==> src/rtl/core/fefc_pkg.sv <==
// Shared constants, types and register codes for the edge-clamped FIR filter.
// No dependencies; every other file of the block refers to this package.
package fefc_pkg;

  localparam int MAX_TAPS_DEF    = 7;
  localparam int SAMPLE_BITS_DEF = 16;
  localparam int NUM_COEFS       = 7;
  localparam int COEF_W          = 16;
  localparam int TAP_W           = 3;
  localparam int CNT_W           = 3;
  localparam int FRAC_BITS       = 15;
  localparam int CFG_IDX_W       = 3;
  localparam int CFG_DATA_W      = 16;

  // Register indexes of the configuration port.
  localparam logic [CFG_IDX_W-1:0] REG_TAP_COUNT  = 3'd0;
  localparam logic [CFG_IDX_W-1:0] REG_COEF_FIRST = 3'd1;

  localparam logic [TAP_W-1:0] TAP_RESET = 3'd7;

  typedef logic signed [COEF_W-1:0] coef_t;

  localparam coef_t COEF_RESET [NUM_COEFS] = '{
    16'sd1966, 16'sd1999, 16'sd7930, 16'sd12550, 16'sd7930, 16'sd1999, 16'sd1966
  };

  // One step of the window: whether it yields a result and whether that
  // result closes the vector.
  typedef struct packed {
    logic valid;
    logic last_out;
  } issue_t;

  typedef struct packed {
    logic flushing;
    logic in_vector;
  } win_status_t;

endpackage

==> src/rtl/core/fefc_window.sv <==
// Sample window with edge clamping, vector tracking and the end-of-vector flush.
// Depends on fefc_pkg.
module fefc_window #(
  parameter int MAX_TAPS    = fefc_pkg::MAX_TAPS_DEF,
  parameter int SAMPLE_BITS = fefc_pkg::SAMPLE_BITS_DEF
) (
  input  logic                          clk,
  input  logic                          rst_n,
  input  logic                          step_en,
  input  logic                          in_valid,
  output logic                          in_ready,
  input  logic signed [SAMPLE_BITS-1:0] in_sample,
  input  logic                          in_vector_end,
  input  logic [fefc_pkg::TAP_W-1:0]    taps,
  output logic signed [SAMPLE_BITS-1:0] win_nxt [MAX_TAPS],
  output fefc_pkg::issue_t              issue,
  output fefc_pkg::win_status_t         status
);

  localparam int HALF_W = fefc_pkg::TAP_W - 1;
  localparam int CNT_W  = fefc_pkg::CNT_W;
  localparam logic [CNT_W-1:0] CNT_MAX = '1;

  logic signed [SAMPLE_BITS-1:0] win_r [MAX_TAPS];
  logic [CNT_W-1:0]  rc_r, rc_nxt;
  logic              inside_r, inside_nxt;
  logic              flush_r, flush_nxt;
  logic [HALF_W-1:0] shift_r, shift_nxt;
  logic [HALF_W-1:0] half;
  logic              in_take;
  logic              flush_step;

  assign half       = taps[fefc_pkg::TAP_W-1:1];
  assign in_ready   = step_en && !flush_r;
  assign in_take    = in_valid && in_ready;
  assign flush_step = flush_r && step_en;

  always_comb begin
    win_nxt    = win_r;
    rc_nxt     = rc_r;
    inside_nxt = inside_r;
    flush_nxt  = flush_r;
    shift_nxt  = shift_r;
    issue      = '0;
    if (in_take) begin
      // The first sample of a vector fills every position, which clamps the left edge.
      if (!inside_r) begin
        for (int d = 0; d < MAX_TAPS; d++) begin
          win_nxt[d] = in_sample;
        end
        rc_nxt = CNT_W'(1);
      end else begin
        for (int d = 1; d < MAX_TAPS; d++) begin
          win_nxt[d] = win_r[d-1];
        end
        win_nxt[0] = in_sample;
        if (rc_r != CNT_MAX) begin
          rc_nxt = rc_r + CNT_W'(1);
        end
      end
      inside_nxt = 1'b1;
      if (!in_vector_end) begin
        issue.valid = rc_nxt > CNT_W'(half);
      end else begin
        issue.valid    = ({1'b0, rc_nxt} - (CNT_W+1)'(1)) >= (CNT_W+1)'(half);
        issue.last_out = (half == '0);
        if (half == '0) begin
          rc_nxt     = '0;
          inside_nxt = 1'b0;
        end else begin
          flush_nxt = 1'b1;
          shift_nxt = HALF_W'(1);
        end
      end
    end else if (flush_step) begin
      // Copies of the last sample clamp the right edge.
      for (int d = 1; d < MAX_TAPS; d++) begin
        win_nxt[d] = win_r[d-1];
      end
      win_nxt[0]     = win_r[0];
      issue.valid    = ({1'b0, rc_r} - (CNT_W+1)'(1) + (CNT_W+1)'(shift_r))
                       >= (CNT_W+1)'(half);
      issue.last_out = (shift_r == half);
      if (shift_r == half) begin
        flush_nxt  = 1'b0;
        rc_nxt     = '0;
        inside_nxt = 1'b0;
      end else begin
        shift_nxt = shift_r + HALF_W'(1);
      end
    end
  end

  always_ff @(posedge clk) begin
    if (!rst_n) begin
      rc_r     <= '0;
      inside_r <= 1'b0;
      flush_r  <= 1'b0;
      shift_r  <= '0;
    end else begin
      rc_r     <= rc_nxt;
      inside_r <= inside_nxt;
      flush_r  <= flush_nxt;
      shift_r  <= shift_nxt;
    end
  end

  always_ff @(posedge clk) begin
    win_r <= win_nxt;
  end

  assign status.flushing  = flush_r;
  assign status.in_vector = inside_r;

endmodule

==> config.mk <==
export PLATFORM = sky130hd
export DESIGN_NAME = fefc_window
export DESIGN_NICKNAME = d
export VERILOG_FILES = /design/src/rtl/core/fefc_pkg.sv /design/src/rtl/core/fefc_window.sv
export SDC_FILE = /design/constraint.sdc
export NUM_CORES = 1
export LEC_CHECK = 0
export BUFFER_PORTS_ARGS = -buffer_cell sky130_fd_sc_hd__buf_2
export CORE_ASPECT_RATIO = 1.2
export CORE_MARGIN = 2
export CORE_UTILIZATION = 50
export DETAILED_ROUTE_END_ITERATION = 16
export GPL_TIMING_DRIVEN = 0
export PLACE_DENSITY = 0.81
export SLEW_MARGIN = 20
export SYNTH_ARGS = -nofsm -noshare
export SYNTH_HDL_FRONTEND = slang
export SYNTH_SLANG_ARGS = --single-unit
==> constraint.sdc <==
create_clock -name clk -period 4.08 [get_ports clk]
set_input_delay 0.408 -clock clk [delete_from_list [all_inputs] [get_ports clk]]
set_output_delay 0.408 -clock clk [all_outputs]
set_load 0.05 [all_outputs]
==> flow_summary.json <==
{
  "rows": 38,
  "ys_types": 39,
  "synthAdderAreaFrac": 0.0347,
  "maxSlewHeadroom": 0.556,
  "clkTransAtPathRegs_ns": 0.05,
  "multi_input_area_um2": 1890,
  "synth_cells": 503,
  "finalMaxSlewViolations": 0,
  "start_util": 0.508,
  "grt_pass1_wl_mm": 20.4,
  "period_share": 0.878,
  "synthSimpleGateAreaFrac": 0.202,
  "nFillCells": 771,
  "dr_total_vias": 4324,
  "post_cts_buffers": 0,
  "cts_tree": "done",
  "ys_seq_area_frac": 0.524,
  "syn_nets": 539,
  "numCtsBuffers": 17,
  "drtAntennaViolNets": 0,
  "cpPeakStageDelay_ns": 0.36,
  "htree_num_levels": 4,
  "die_area_um2": 9870,
  "setup.worst_path.class": "reg -> out",
  "p_comb_frac": 0.330,
  "synth-compound-area-share": 0.170,
  "first_pass_iters": 6,
  "drc": 0,
  "clock_latency_ns": 0.52,
  "clock_power_share": 0.315,
  "overflow": 0,
  "cts_root_buf": "clkbuf_8",
  "nNetsFinal": 696,
  "avgSynthCellArea_um2": 9.03,
  "vias_per_cell": 5.45,
  "power_leakage_uw": 0.00310,
  "muxShareOfSynthArea": 0,
  "report.final.hold_viol_count": 0,
  "post-synth-top-count-cell": "nand2_1",
  "die_y_um": 108,
  "setup_viol": 0,
  "seq_area_um2": 2380,
  "vdd_ir_drop_max_mv": 0.292,
  "crit_arrival_ns": 3.18,
  "grt_antenna_before_repair": 0,
  "cts_buffer_depth": 2,
  "grt_setup_unrepaired": "false",
  "cp-end-kind": "output pin",
  "critPathLaunchType": "flip-flop",
  "async_flop_share": 0,
  "routabilityCongestion": 0.869,
  "synth_common_cells": "nand2_1, dfxtp_1, a22oi_1",
  "wl_per_cell_um": 16.6,
  "period_minus_slack_ns": 3.58,
  "worst_slew_pin_slew_ns": 0.666,
  "synth_top_family_by_area": "simple AND/OR/NAND/NOR gates",
  "synth_largest_area_cell": "dfxtp_1",
  "drt-total-wl_mm": 13.2,
  "yosysWarningCount": 0,
  "yosys.area.top_type_share": 0.524,
  "swShare": 0.403,
  "first_iter_violations": 317,
  "hp-class": "in -> reg",
  "synth.ff_latch_count": 119,
  "power_density_nw_per_um2": 708,
  "fmax_mhz": 279,
  "dpl.hpwl_mm": 9.27,
  "die_x_um": 91.0,
  "core_area_um2": 8940,
  "ctsHoldBuffers": 0,
  "area_growth_pct": 30.3,
  "synthTopCellsByArea": "dfxtp_1, nand2_1, a22oi_1",
  "yosys.area_share.xor_xnor": 0.00964,
  "p_int_uw": 2500,
  "clock_sink_count": 119,
  "syn-cell-area_um2": 4540,
  "power_switching_uw": 1690,
  "maxCapViolations": 0,
  "crit_slowest_cell": "o21ai_0",
  "cp_max_fo": 8,
  "port-buffer-count": 138,
  "pwr-share-seq": 0.354,
  "grtUsageTotal": 0.269,
  "cp.required_ns": 3.67,
  "status": "completed",
  "fin_tns_setup_ns": 0,
  "diodes": 0,
  "drive_gt1_frac": 0.294,
  "synth_ff_type": "dfxtp_1",
  "grt_max_degree": 17,
  "synth_edf_count": 0,
  "cts_resized": 0,
  "pin_count": 141,
  "dpl_cell_area_um2": 5380,
  "clock-skew-final_ns": 0.00731,
  "crit_chain": "clkbuf_1 -> a21boi_0 -> o21ai_0 -> inv_1 -> ha_1 -> inv_1 -> ha_1 -> a211oi_1 -> o211ai_1 -> a32o_1 -> buf_2",
  "design_area_um2": 5920,
  "grt_pass1_vias": 4231
}
-- routing by layer --
layer | GRT usage | part of all wire | vias to the layer above
li1 | - | - | 2060
met1 | 0.314 | 0.40 | 2011
met2 | 0.456 | 0.49 | 209
met3 | 0.0718 | 0.082 | 44
met4 | 0.135 | 0.035 | 0
met5 | 0 | 0 | -
-- cells in the final DEF, fill, tap and decap left out, types with 2 or more instances in the layout --
cell type and n:
o21a_1 2, clkbuf_8 6, ha_1 11, dfxtp_1 119
clkbuf_16 16, a21oi_1 4, nor2_4 2, a32oi_1 3
xnor2_1 5, a22oi_1 80, nor2_1 3, and3b_1 2
nand2_1 177, nor2b_1 8, o21ai_0 3, buf_6 7
inv_1 15, clkinv_2 8, clkbuf_1 8, a21boi_0 2
and3_1 2, nand3_1 17, buf_2 150, buf_4 4
-- power by group through the flow --
stage	Sequential (µW)	Clock (µW)	Combinational, µW
floorplan	1480	0	1080
global placement	1490	0	1360
detailed placement	1500	0	1370
CTS	1480	1330	1390
global route	1510	1380	1450
finish	1480	1320	1380
-- cell type report --
class | count | area share
flip-flops and latches | 119 | 0.402
multi-input cells | 338 | 0.320
repair buffers | 138 | 0.117
clock buffers | 23 | 0.0822
plain buffers | 31 | 0.0355
well taps | 120 | 0.0254
inverters | 15 | 0.00951
clock inverters | 9 | 0.00824
-- path summary, 6_finish.rpt --
check / startpoint / slack, ns / cells after the start / end
setup / recovery: rc_r[2]$_SDFFE_PN0P_ / 0.50 / 11 / issue[1]
hold / removal: in_sample[6] / 0.11 / 3 / win_r[102]$_DFF_P_
setup reg to reg: flush_r$_SDFFE_PN0P_ / 2.33 / 5 / win_r[52]$_DFF_P_
hold reg to reg: win_r[104]$_DFF_P_ / 0.46 / 2 / win_r[104]$_DFF_P_
-- cell families after synthesis --
family / Yosys count
and+or+nand+nor: 217
DFF: 119
adders and majority gates: 12
xor gates and xnor gates: 5
AOI/OAI and AO/OA: 104
buffers and inverters: 46
-- sequential cells by signal (all words and copies together) (netlist names) --
signal,cells
flush_r,1
shift_r,2
rc_r,3
win_r,112
inside_r,1
-- metrics by stage --
stage | setup slack, ns | total power, µW | hold WS, ns | std cells | utilization
floorplan | 1.19 | 2550 | 0.536 | 503 | -
global placement | 1.07 | 2850 | 0.447 | 761 | 0.602
detailed placement | 1.06 | 2880 | 0.454 | 761 | 0.602
CTS | 0.458 | 4200 | 0.0904 | 793 | 0.662
global route | 0.269 | 4340 | 0.116 | 793 | 0.662
finish | 0.497 | 4190 | 0.109 | 793 | 0.662
-- worst max-delay path, delay by kind of cell (launching register included) --
family,cells,cell delay [ns]
adder cells (fa/ha/maj),2,0.55
AO/OA/AOI/OAI,5,1.09
flip-flops,1,0.35
buffers and inverters,4,0.66
(Power assumes the default switching activity.)
