===== config.mk =====
export PLATFORM = sky130hd
export DESIGN_NAME = fefc_cfg_regs
export DESIGN_NICKNAME = d
export VERILOG_FILES = /design/src/rtl/core/fefc_pkg.sv /design/src/rtl/core/fefc_cfg_regs.sv
export SDC_FILE = /design/constraint.sdc
export NUM_CORES = 1
export LEC_CHECK = 0
export BUFFER_PORTS_ARGS = -buffer_cell sky130_fd_sc_hd__buf_2
export CELL_PAD_IN_SITES_DETAIL_PLACEMENT = 1
export CELL_PAD_IN_SITES_GLOBAL_PLACEMENT = 1
export CORE_UTILIZATION = 42
export DETAILED_ROUTE_END_ITERATION = 6
export HOLD_SLACK_MARGIN = 0.05
export PLACE_DENSITY_LB_ADDON = 0.1
export SKIP_LAST_GASP = 1
export SYNTH_ARGS = -nofsm -noshare
export SYNTH_HDL_FRONTEND = slang
export SYNTH_SLANG_ARGS = --single-unit

===== constraint.sdc =====
create_clock -name clk -period 3.8 [get_ports clk]
set_clock_uncertainty 0.2 [all_clocks]
set_input_delay 0.19 -clock clk [delete_from_list [all_inputs] [get_ports clk]]
set_output_delay 0.19 -clock clk [all_outputs]
set_load 0.02 [all_outputs]

===== src/rtl/core/fefc_pkg.sv =====
// Shared constants, types and register codes for the edge-clamped FIR filter.
// No dependencies; every other file of the block refers to this package.
package fefc_pkg;

  localparam int MAX_TAPS_DEF    = 7;
  localparam int SAMPLE_BITS_DEF = 16;
  localparam int NUM_COEFS       = 7;
  localparam int COEF_W          = 16;
  localparam int TAP_W           = 3;
  localparam int CNT_W           = 3;
  localparam int FRAC_BITS       = 15;
  localparam int CFG_IDX_W       = 3;
  localparam int CFG_DATA_W      = 16;

  // Register indexes of the configuration port.
  localparam logic [CFG_IDX_W-1:0] REG_TAP_COUNT  = 3'd0;
  localparam logic [CFG_IDX_W-1:0] REG_COEF_FIRST = 3'd1;

  localparam logic [TAP_W-1:0] TAP_RESET = 3'd7;

  typedef logic signed [COEF_W-1:0] coef_t;

  localparam coef_t COEF_RESET [NUM_COEFS] = '{
    16'sd1966, 16'sd1999, 16'sd7930, 16'sd12550, 16'sd7930, 16'sd1999, 16'sd1966
  };

  // One step of the window: whether it yields a result and whether that
  // result closes the vector.
  typedef struct packed {
    logic valid;
    logic last_out;
  } issue_t;

  typedef struct packed {
    logic flushing;
    logic in_vector;
  } win_status_t;

endpackage


===== src/rtl/core/fefc_cfg_regs.sv =====
// Configuration registers: tap count and coefficients, plus the effective tap count.
// Depends on fefc_pkg.
module fefc_cfg_regs #(
  parameter int MAX_TAPS = fefc_pkg::MAX_TAPS_DEF
) (
  input  logic                                 clk,
  input  logic                                 rst_n,
  input  logic                                 wr_en,
  input  logic [fefc_pkg::CFG_IDX_W-1:0]       wr_index,
  input  logic [fefc_pkg::CFG_DATA_W-1:0]      wr_data,
  output logic [fefc_pkg::TAP_W-1:0]           taps,
  output fefc_pkg::coef_t                      coefs [fefc_pkg::NUM_COEFS]
);

  localparam int LIM_ODD = (MAX_TAPS % 2 == 0) ? MAX_TAPS - 1 : MAX_TAPS;
  localparam int TAP_LIM = (LIM_ODD > fefc_pkg::NUM_COEFS) ? fefc_pkg::NUM_COEFS : LIM_ODD;
  localparam logic [fefc_pkg::TAP_W-1:0] TAP_LIM_V = fefc_pkg::TAP_W'(TAP_LIM);

  logic [fefc_pkg::TAP_W-1:0]     tap_count_r;
  fefc_pkg::coef_t                coef_r [fefc_pkg::NUM_COEFS];
  logic [fefc_pkg::TAP_W-1:0]     taps_odd;
  logic [fefc_pkg::CFG_IDX_W-1:0] coef_sel;

  assign coef_sel = wr_index - fefc_pkg::REG_COEF_FIRST;

  always_ff @(posedge clk) begin
    if (!rst_n) begin
      tap_count_r <= fefc_pkg::TAP_RESET;
      for (int k = 0; k < fefc_pkg::NUM_COEFS; k++) begin
        coef_r[k] <= fefc_pkg::COEF_RESET[k];
      end
    end else if (wr_en) begin
      unique case (wr_index)
        fefc_pkg::REG_TAP_COUNT: begin
          tap_count_r <= wr_data[fefc_pkg::TAP_W-1:0];
        end
        default: begin
          coef_r[coef_sel] <= fefc_pkg::coef_t'(wr_data);
        end
      endcase
    end
  end

  // Even counts round up to the next odd count; the result never exceeds the window.
  assign taps_odd = tap_count_r | fefc_pkg::TAP_W'(1);
  assign taps     = (taps_odd > TAP_LIM_V) ? TAP_LIM_V : taps_odd;
  assign coefs    = coef_r;

endmodule


==> results of run 1 <==
[metrics by stage]
step | power, mW | hold WS, ns | std cells
finish | 3.02 | 0.0984 | 731
global route | 3.12 | 0.0945 | 731
CTS | 3.05 | 0.0510 | 731
detailed placement | 1.48 | 0.231 | 674
global placement | 1.48 | 0.219 | 674
floorplan | 1.41 | 0.115 | 422
[what timing repair did]
action / in CTS / in global routing
hold buffers: 28 / 0
setup endpoints to repair: 0 / 0
hold endpoints to repair: 114 / 0
[critical path, stage by stage]
cell and delay [ns]:
dlygate4sd3_1 0.52, buf_2 0.18, inv_1 0.08, ha_1 0.27, or3_4 0.45, a211oi_4 0.56
dlygate4sd3_1 0.80, mux2i_1 0.21
[path summary, 6_finish.rpt]
kind / from / endpoint / slack, ns / cells after the start
worst max register to register: tap_count_r[2] / tap_count_r[2] / 1.74 / 4
worst min register to register: coefs[12] / coefs[12] / 0.26 / 2
worst min-delay path: wr_index[2] / coefs[79] / 0.1 / 4
worst max-delay path: wr_index[0] / coefs[52] / 0.75 / 8
[Yosys cell counts]
| master | n | area share |
|---|---|---|
| or3_4 | 1 | 0.0025 |
| buf_4 | 7 | 0.012 |
| clkbuf_1 | 14 | 0.012 |
| ha_1 | 2 | 0.0056 |
| nor3_1 | 1 | 0.0011 |
| a211oi_1 | 1 | 0.0017 |
| o21ai_2 | 4 | 0.0078 |
| nand2b_1 | 1 | 0.0014 |
| nand3b_1 | 1 | 0.0017 |
| a21boi_1 | 1 | 0.0017 |
| and3_1 | 1 | 0.0014 |
| dfxtp_1 | 114 | 0.51 |
| and3b_1 | 2 | 0.0039 |
| nand2_1 | 71 | 0.060 |
| and2_1 | 1 | 0.0014 |
| buf_6 | 1 | 0.0025 |
| o21ai_1 | 1 | 0.0011 |
| mux2i_1 | 114 | 0.26 |
| nor3b_2 | 1 | 0.0028 |
| buf_2 | 4 | 0.0045 |
| inv_1 | 2 | 0.0017 |
| nor2b_1 | 74 | 0.10 |
| a21boi_2 | 1 | 0.0025 |
| a211o_1 | 1 | 0.0020 |
| conb_1 | 1 | 0.00084 |
[kinds of logic (layout without fill, tap and decap cells)]
kind of cell | after synthesis | after routing | share of synthesized area
AND/OR/NAND/NOR | 154 | 154 | 0.179
buffers and inverters | 28 | 201 | 0.0322
other | 1 | 1 | 0.000838
flip-flops | 114 | 114 | 0.510
multiplexers | 114 | 114 | 0.255
AO/OA/AOI/OAI | 9 | 9 | 0.0168
adder cells (fa/ha/maj) | 2 | 2 | 0.00559
[sequential cells by signal, summed over array words and instances, names as in the netlist]
name,flops
coefs,112
tap_count_r,2
[cell type report]
class / count / area, µm²
repair buffers: 170 / 1010
well taps: 136 / 170
fillers: 1170 / 4210
inverters: 2 / 7.51
multi-input cells: 280 / 2070
flip-flops and latches: 114 / 2280
clock inverters: 5 / 75.1
clock buffers: 24 / 500
[layer usage]
layer | vias to the layer above | track usage
li1 | 1725 | -
met1 | 1726 | 0.294
met2 | 99 | 0.414
met3 | 20 | 0.0661
met4 | 0 | 0.120
met5 | - | 0
[power by group]
group          leakage (nW)  switching (mW)  internal [mW]
logic                  1.79           0.145         0.0952
registers             0.924          0.0149           1.23
clock network         0.289           0.513           1.02
total                  3.00           0.673           2.34
[cells in the final DEF (no fill, tap or decap), types with 3 or more instances in the layout]
cell type,Yosys,final
buf_2,4,134
nand2_1,71,71
buf_4,7,8
clkbuf_16,0,16
clkinv_2,0,3
o21ai_2,4,5
nor2b_1,74,74
clkbuf_8,0,7
dfxtp_1,114,114
dlygate4sd3_1,0,28
mux2i_1,114,114
==> results_dict.tcl, run 1 <==
set metrics [dict create \
    status "completed" \
    dr.pass1.iters 4 \
    period_share 0.802 \
    routed_wl_um 12900 \
    hold_path_class "in2reg" \
    utilization 0.592 \
    synth_area_per_cell_um2 10.6 \
    vias_per_cell 4.88 \
    yosys_warnings 0 \
    cp-start-kind "primary input" \
    ys_types 25 \
    cts.sinks 114 \
    final_area_um2 6110 \
    rows 37 \
    wire_per_inst_um 17.7 \
    gr-total-overflow 0 \
    final_hold_viol_count 0 \
    postCtsSetupBuffers 0 \
    drtAntennaViolNets 0 \
    p_leak_nw 3.00 \
    antenna_found_initial 0 \
    slew_headroom 0.303 \
    critPathKind "in2reg" \
    port_buffers 135 \
    grt_pass1_wl_um 20700 \
    wl_met1_um 5630 \
    ctsResizeCount 0 \
    cts_buffer_depth 2 \
    htree_levels 4 \
    grt_pass1_vias 3812 \
    maxCapViolCount 0 \
    seq_area_frac_synth 0.510 \
    fin_tns_setup_ns 0 \
    place_area_um2 5260 \
    route.vias.total 3570 \
    cp.arrival_ns 3.28 \
    syn_area_um2 4470 \
    dieWidth_um 105 \
    postSynthCellCount 422 \
    routed.top_layer "met4" \
    worst_slew_pin_slew_ns 1.04 \
    n_antenna_cell 0 \
    drive_gt1_frac 0.303 \
    cts_tree "done" \
    die_h_um 105 \
    syn_to_final_growth_pct 36.7 \
    fin_nets 609 \
    io_pins 137 \
    fmax_mhz 328 \
    ys_ff_latch 114 \
    grtUsageTotal 0.248 \
    drt_iter0_markers 77 \
    synth.net_count 446 \
    powerDensity_nw_per_um2 493 \
    irDropWorstVdd_mv 0.255 \
    rsz0062_at_grt "false" \
    wl_met3_um 634 \
    die_area_um2 11100 \
    pre_cts_slack_ns 1.44 \
    drc 0 \
    finalWorstSetupSlack_ns 0.751 \
    cp_max_fo 7 \
    setup_violations 0 \
    drv_slew 0 \
    crit_required_ns 4.03 \
    place.gp.congestion 0.792 \
    cts-buffers-inserted 17 \
    dp_hpwl_um 8350 \
    wl_met2_um 6400 \
    grt_max_degree 95 \
    core-area_um2 10300 \
    initial_utilization 0.433 \
    clkTransAtPathRegs_ns 0.05 \
    min_period_ns 3.05 \
    insertion_delay_ns 0.51 \
    end_kind "flop" \
    ctsRootBufferMaster "clkbuf_8" \
]
No activity file was read; power rests on OpenSTA's default activity.
==> inputs of run 2 (changes only) <==
Settings changed: CORE_UTILIZATION 42 to 39.
Clock period 3.8 ns to 2.9 ns, I/O delays scaled along.
==> results_dict.tcl, run 2 (synthesis gave the netlist of run 1 again) <==
set metrics [dict create \
    grt_pass1_vias 3733 \
    die_h_um 109 \
    rows 38 \
    cp.arrival_ns 2.25 \
    drive_gt1_frac 0.308 \
    ctsRootBufferMaster "clkbuf_16" \
    cp-start-kind "primary input" \
    die_area_um2 11900 \
    min_period_ns 2.17 \
    rsz0062_at_grt "false" \
    n_antenna_cell 0 \
    utilization 0.551 \
    largest_register_ffs 112 \
    fill_cells 1243 \
    port_buffers 135 \
    htree_levels 4 \
    crit_required_ns 2.98 \
    insertion_delay_ns 0.40 \
    worst_slew_pin_slew_ns 1.09 \
    syn_to_final_growth_pct 35.2 \
    slew_headroom 0.272 \
    fin_cells 730 \
    place.gp.congestion 0.729 \
    powerDensity_nw_per_um2 658 \
    place_area_um2 5280 \
    clkTransAtPathRegs_ns 0.05 \
    fin_tns_setup_ns 0 \
    slowest_delay_ns 0.61 \
    final_hold_viol_count 0 \
    cts-buffers-inserted 17 \
    final_common_cell "buf_2" \
    wire_per_inst_um 17.7 \
    cts.sinks 114 \
    drt_iter0_markers 106 \
    period_share 0.748 \
    io_pins 137 \
    maxCapViolCount 0 \
    route.vias.total 3566 \
    final_cell_mix "buf_2, mux2i_1, dfxtp_1, nor2b_1, nand2_1" \
    cts_tree "done" \
    drc 0 \
    grt_pass1_wl_um 20200 \
    vias_per_cell 4.88 \
    drv_slew 0 \
    cp_max_fo 6 \
    crit_chain "buf_2 > inv_1 > ha_1 > nand3b_1 > mux2i_1 > dlygate4sd3_1 > nand2_1 > dlygate4sd3_1" \
    critical_path.most_common_cell "dlygate4sd3_1" \
    irDropWorstVdd_mv 0.290 \
    fin_nets 603 \
    hold_path_class "in2reg" \
    critPathKind "in2reg" \
    final_area_um2 6050 \
    status "completed" \
    finalWorstSetupSlack_ns 0.731 \
    p_leak_nw 2.96 \
    critical_path_buf_inv_count 4 \
    dp_hpwl_um 8830 \
    fmax_mhz 461 \
    grtUsageTotal 0.231 \
    initial_utilization 0.407 \
    core-area_um2 11000 \
    antenna_found_initial 0 \
    postCtsSetupBuffers 0 \
    crit_family "buffers and inverters" \
    dr.pass1.iters 5 \
    routed_wl_um 12900 \
    end_kind "flop" \
    setup_violations 0 \
    slowest_stage "dlygate4sd3_1" \
    drtAntennaViolNets 0 \
    dieWidth_um 109 \
    cts_buffer_depth 2 \
    dp.cells 681 \
    gr-total-overflow 0 \
    grt_max_degree 69 \
    pre_cts_slack_ns 0.574 \
]
run 2: cell count changes in the layout (fill, tap and decap cells not counted), sizes merged:
cell | before | now
buf | 142 | 145
clkbuf | 24 | 25
dlygate4sd3 | 28 | 19
run 2: where the power goes:
part	internal, mW	switching (mW)	total, mW
Combinational	0.121	0.187	0.309
Clock	1.36	0.681	2.04
Sequential	1.61	0.0200	1.63
Total	3.09	0.888	3.98
run 2: through the flow:
step | power [mW] | hold slack, ns
floorplan | 1.84 | 0.0701
global placement | 1.94 | 0.182
detailed placement | 1.95 | 0.195
CTS | 4.02 | 0.0606
global route | 4.12 | 0.0716
finish | 3.98 | 0.0573
run 2: final cells by class:
type	count	area, µm²	share of cell area
clock buffers	25	505	0.0836
clock inverters	5	75.1	0.0124
inverters	2	7.51	0.00124
multi-input cells	280	2060	0.341
flip-flops and latches	114	2280	0.377
well taps	140	175	0.0290
repair buffers	164	943	0.156
run 2: worst register-to-register path: cells and delay by family (launching register included):
kind                   cells  cell delay (ns)
buffers and inverters      2             1.18
DFF                        1             0.31
muxes                      1             0.13
and+or+nand+nor            1             0.07
run 2: layer usage:
layer	track usage	up-vias	routed length, µm
met1	0.286	1725	5720
met3	0.0723	26	791
li1	-	1709	-
met2	0.368	106	6140
met5	0	-	0
met4	0.0975	0	279
run 2: repair_timing:
| item | CTS | global route |
|---|---|---|
| hold endpoints to repair | 107 | 0 |
| hold buffers | 19 | 0 |
| gates resized for setup | 0 | 0 |
run 2: path summary, 6_finish.rpt:
path / to / slack, ns / cells after the start / start
worst max-delay path: tap_count_r[2] / 0.73 / 8 / wr_index[0]
worst max register to register: tap_count_r[2] / 0.88 / 4 / tap_count_r[2]
worst min register to register: coefs[29] / 0.26 / 2 / coefs[29]
worst min-delay path: coefs[94] / 0.06 / 3 / wr_data[14]
==> inputs of run 3 (changes only) <==
Clock period 2.9 ns to 2.3 ns, I/O delays scaled along.
==> results_dict.tcl, run 3 (synthesis gave the netlist of run 1 again) <==
set metrics [dict create \
    cts_buffer_depth 2 \
    fin_cells 745 \
    vias_per_cell 4.85 \
    drc 0 \
    status "completed" \
    hold_path_class "in2reg" \
    n_antenna_cell 0 \
    die_area_um2 11900 \
    syn_to_final_growth_pct 40.2 \
    final_cell_mix "buf_2, mux2i_1, dfxtp_1, nor2b_1, nand2_1" \
    route.vias.total 3615 \
    r2r-start "tap_count_r[1]" \
    cts-buffers-inserted 17 \
    powerDensity_nw_per_um2 835 \
    final_area_um2 6270 \
    wire_per_inst_um 17.9 \
    dp.cells 682 \
    cp_max_fo 48 \
    final_hold_viol_count 0 \
    routed_wl_um 13300 \
    cts_tree "done" \
    port_buffers 135 \
    dp_hpwl_um 8950 \
    drtAntennaViolNets 0 \
    drv_slew 0 \
    grtUsageTotal 0.235 \
    p_leak_nw 3.06 \
    cts.sinks 114 \
    finalPower_mw 5.23 \
    critPathLaunch "rst_n" \
    postCtsSetupBuffers 0 \
    dr.pass1.iters 4 \
    die_h_um 109 \
    io_pins 137 \
    utilization 0.571 \
    rows 38 \
    ctsRootBufferMaster "clkbuf_16" \
    worst_slew_pin_slew_ns 0.966 \
    htree_levels 4 \
    grt_pass1_wl_um 20500 \
    fin_tns_setup_ns 0 \
    irDropWorstVdd_mv 0.521 \
    slew_headroom 0.356 \
    place.gp.congestion 0.732 \
    rsz0062_at_grt "false" \
    final_common_cell "buf_2" \
    dieWidth_um 109 \
    core-area_um2 11000 \
    fmax_mhz 455 \
    whs_ns 0.0692 \
    cp.arrival_ns 2.35 \
    place_area_um2 5340 \
    end_kind "flop" \
    antenna_found_initial 0 \
    maxCapViolCount 0 \
    drt_iter0_markers 79 \
    insertion_delay_ns 0.41 \
    cp-start-kind "primary input" \
    pre_cts_slack_ns 0.182 \
    finalWorstSetupSlack_ns 0.102 \
    crit_required_ns 2.45 \
    min_period_ns 2.20 \
    clkTransAtPathRegs_ns 0.05 \
    period_share 0.955 \
    setup_violations 0 \
    hp-start "wr_index[0]" \
    initial_utilization 0.407 \
    fin_nets 616 \
    drive_gt1_frac 0.306 \
    critPathKind "in2reg" \
    grt_max_degree 49 \
    gr-total-overflow 0 \
    largest_register_ffs 112 \
    grt_pass1_vias 3804 \
]
==> run 3: cell types whose count changed in the layout (fill, tap and decap cells not counted) <==
cell / change
buf_12: +4
buf_4: -4
buf_6: +1
bufinv_16: +2
clkbuf_8: -3
clkinv_2: +1
clkinv_4: +1
clkinvlp_4: +1
dlygate4sd3_1: +12
==> run 3: area by class of cell <==
class	instances	area, µm²
fillers	1234	4710
flip-flops and latches	114	2280
multi-input cells	280	2060
repair buffers	177	1120
clock buffers	22	464
well taps	140	175
clock inverters	10	156
inverters	2	7.51
==> run 3: critical path: stages <==
cell and delay (ns):
dlygate4sd3_1 0.54, buf_6 0.29, nand2_1 0.09, dlygate4sd3_1 0.59
mux2i_1 0.14, dlygate4sd3_1 0.56
==> run 3: routing by layer <==
layer / GRT usage / routed length [µm] / vias up
li1: - / - / 1740
met1: 0.292 / 5970 / 1768
met2: 0.390 / 6530 / 95
met3: 0.0622 / 714 / 12
met4: 0.0811 / 117 / 0
met5: 0 / 0 / -
==> run 3: timing repair <==
action,CTS,global route
gates resized for setup,0,1
hold buffers,31,0
setup endpoints to repair,0,5
endpoints found under the hold margin,113,0
==> run 3: final timing paths <==
path / to / slack [ns] / cells past startpoint
max reg2reg: tap_count_r[1] / 0.36 / 4
min: coefs[61] / 0.07 / 4
max: coefs[40] / 0.10 / 6
min reg2reg: coefs[109] / 0.26 / 2
==> run 3: where the power goes <==
part / internal, mW / leakage (nW) / switching (mW) / total, mW
combinational: 0.170 / 1.84 / 0.242 / 0.412
sequential: 2.02 / 0.924 / 0.0257 / 2.05
clock: 1.86 / 0.304 / 0.909 / 2.77
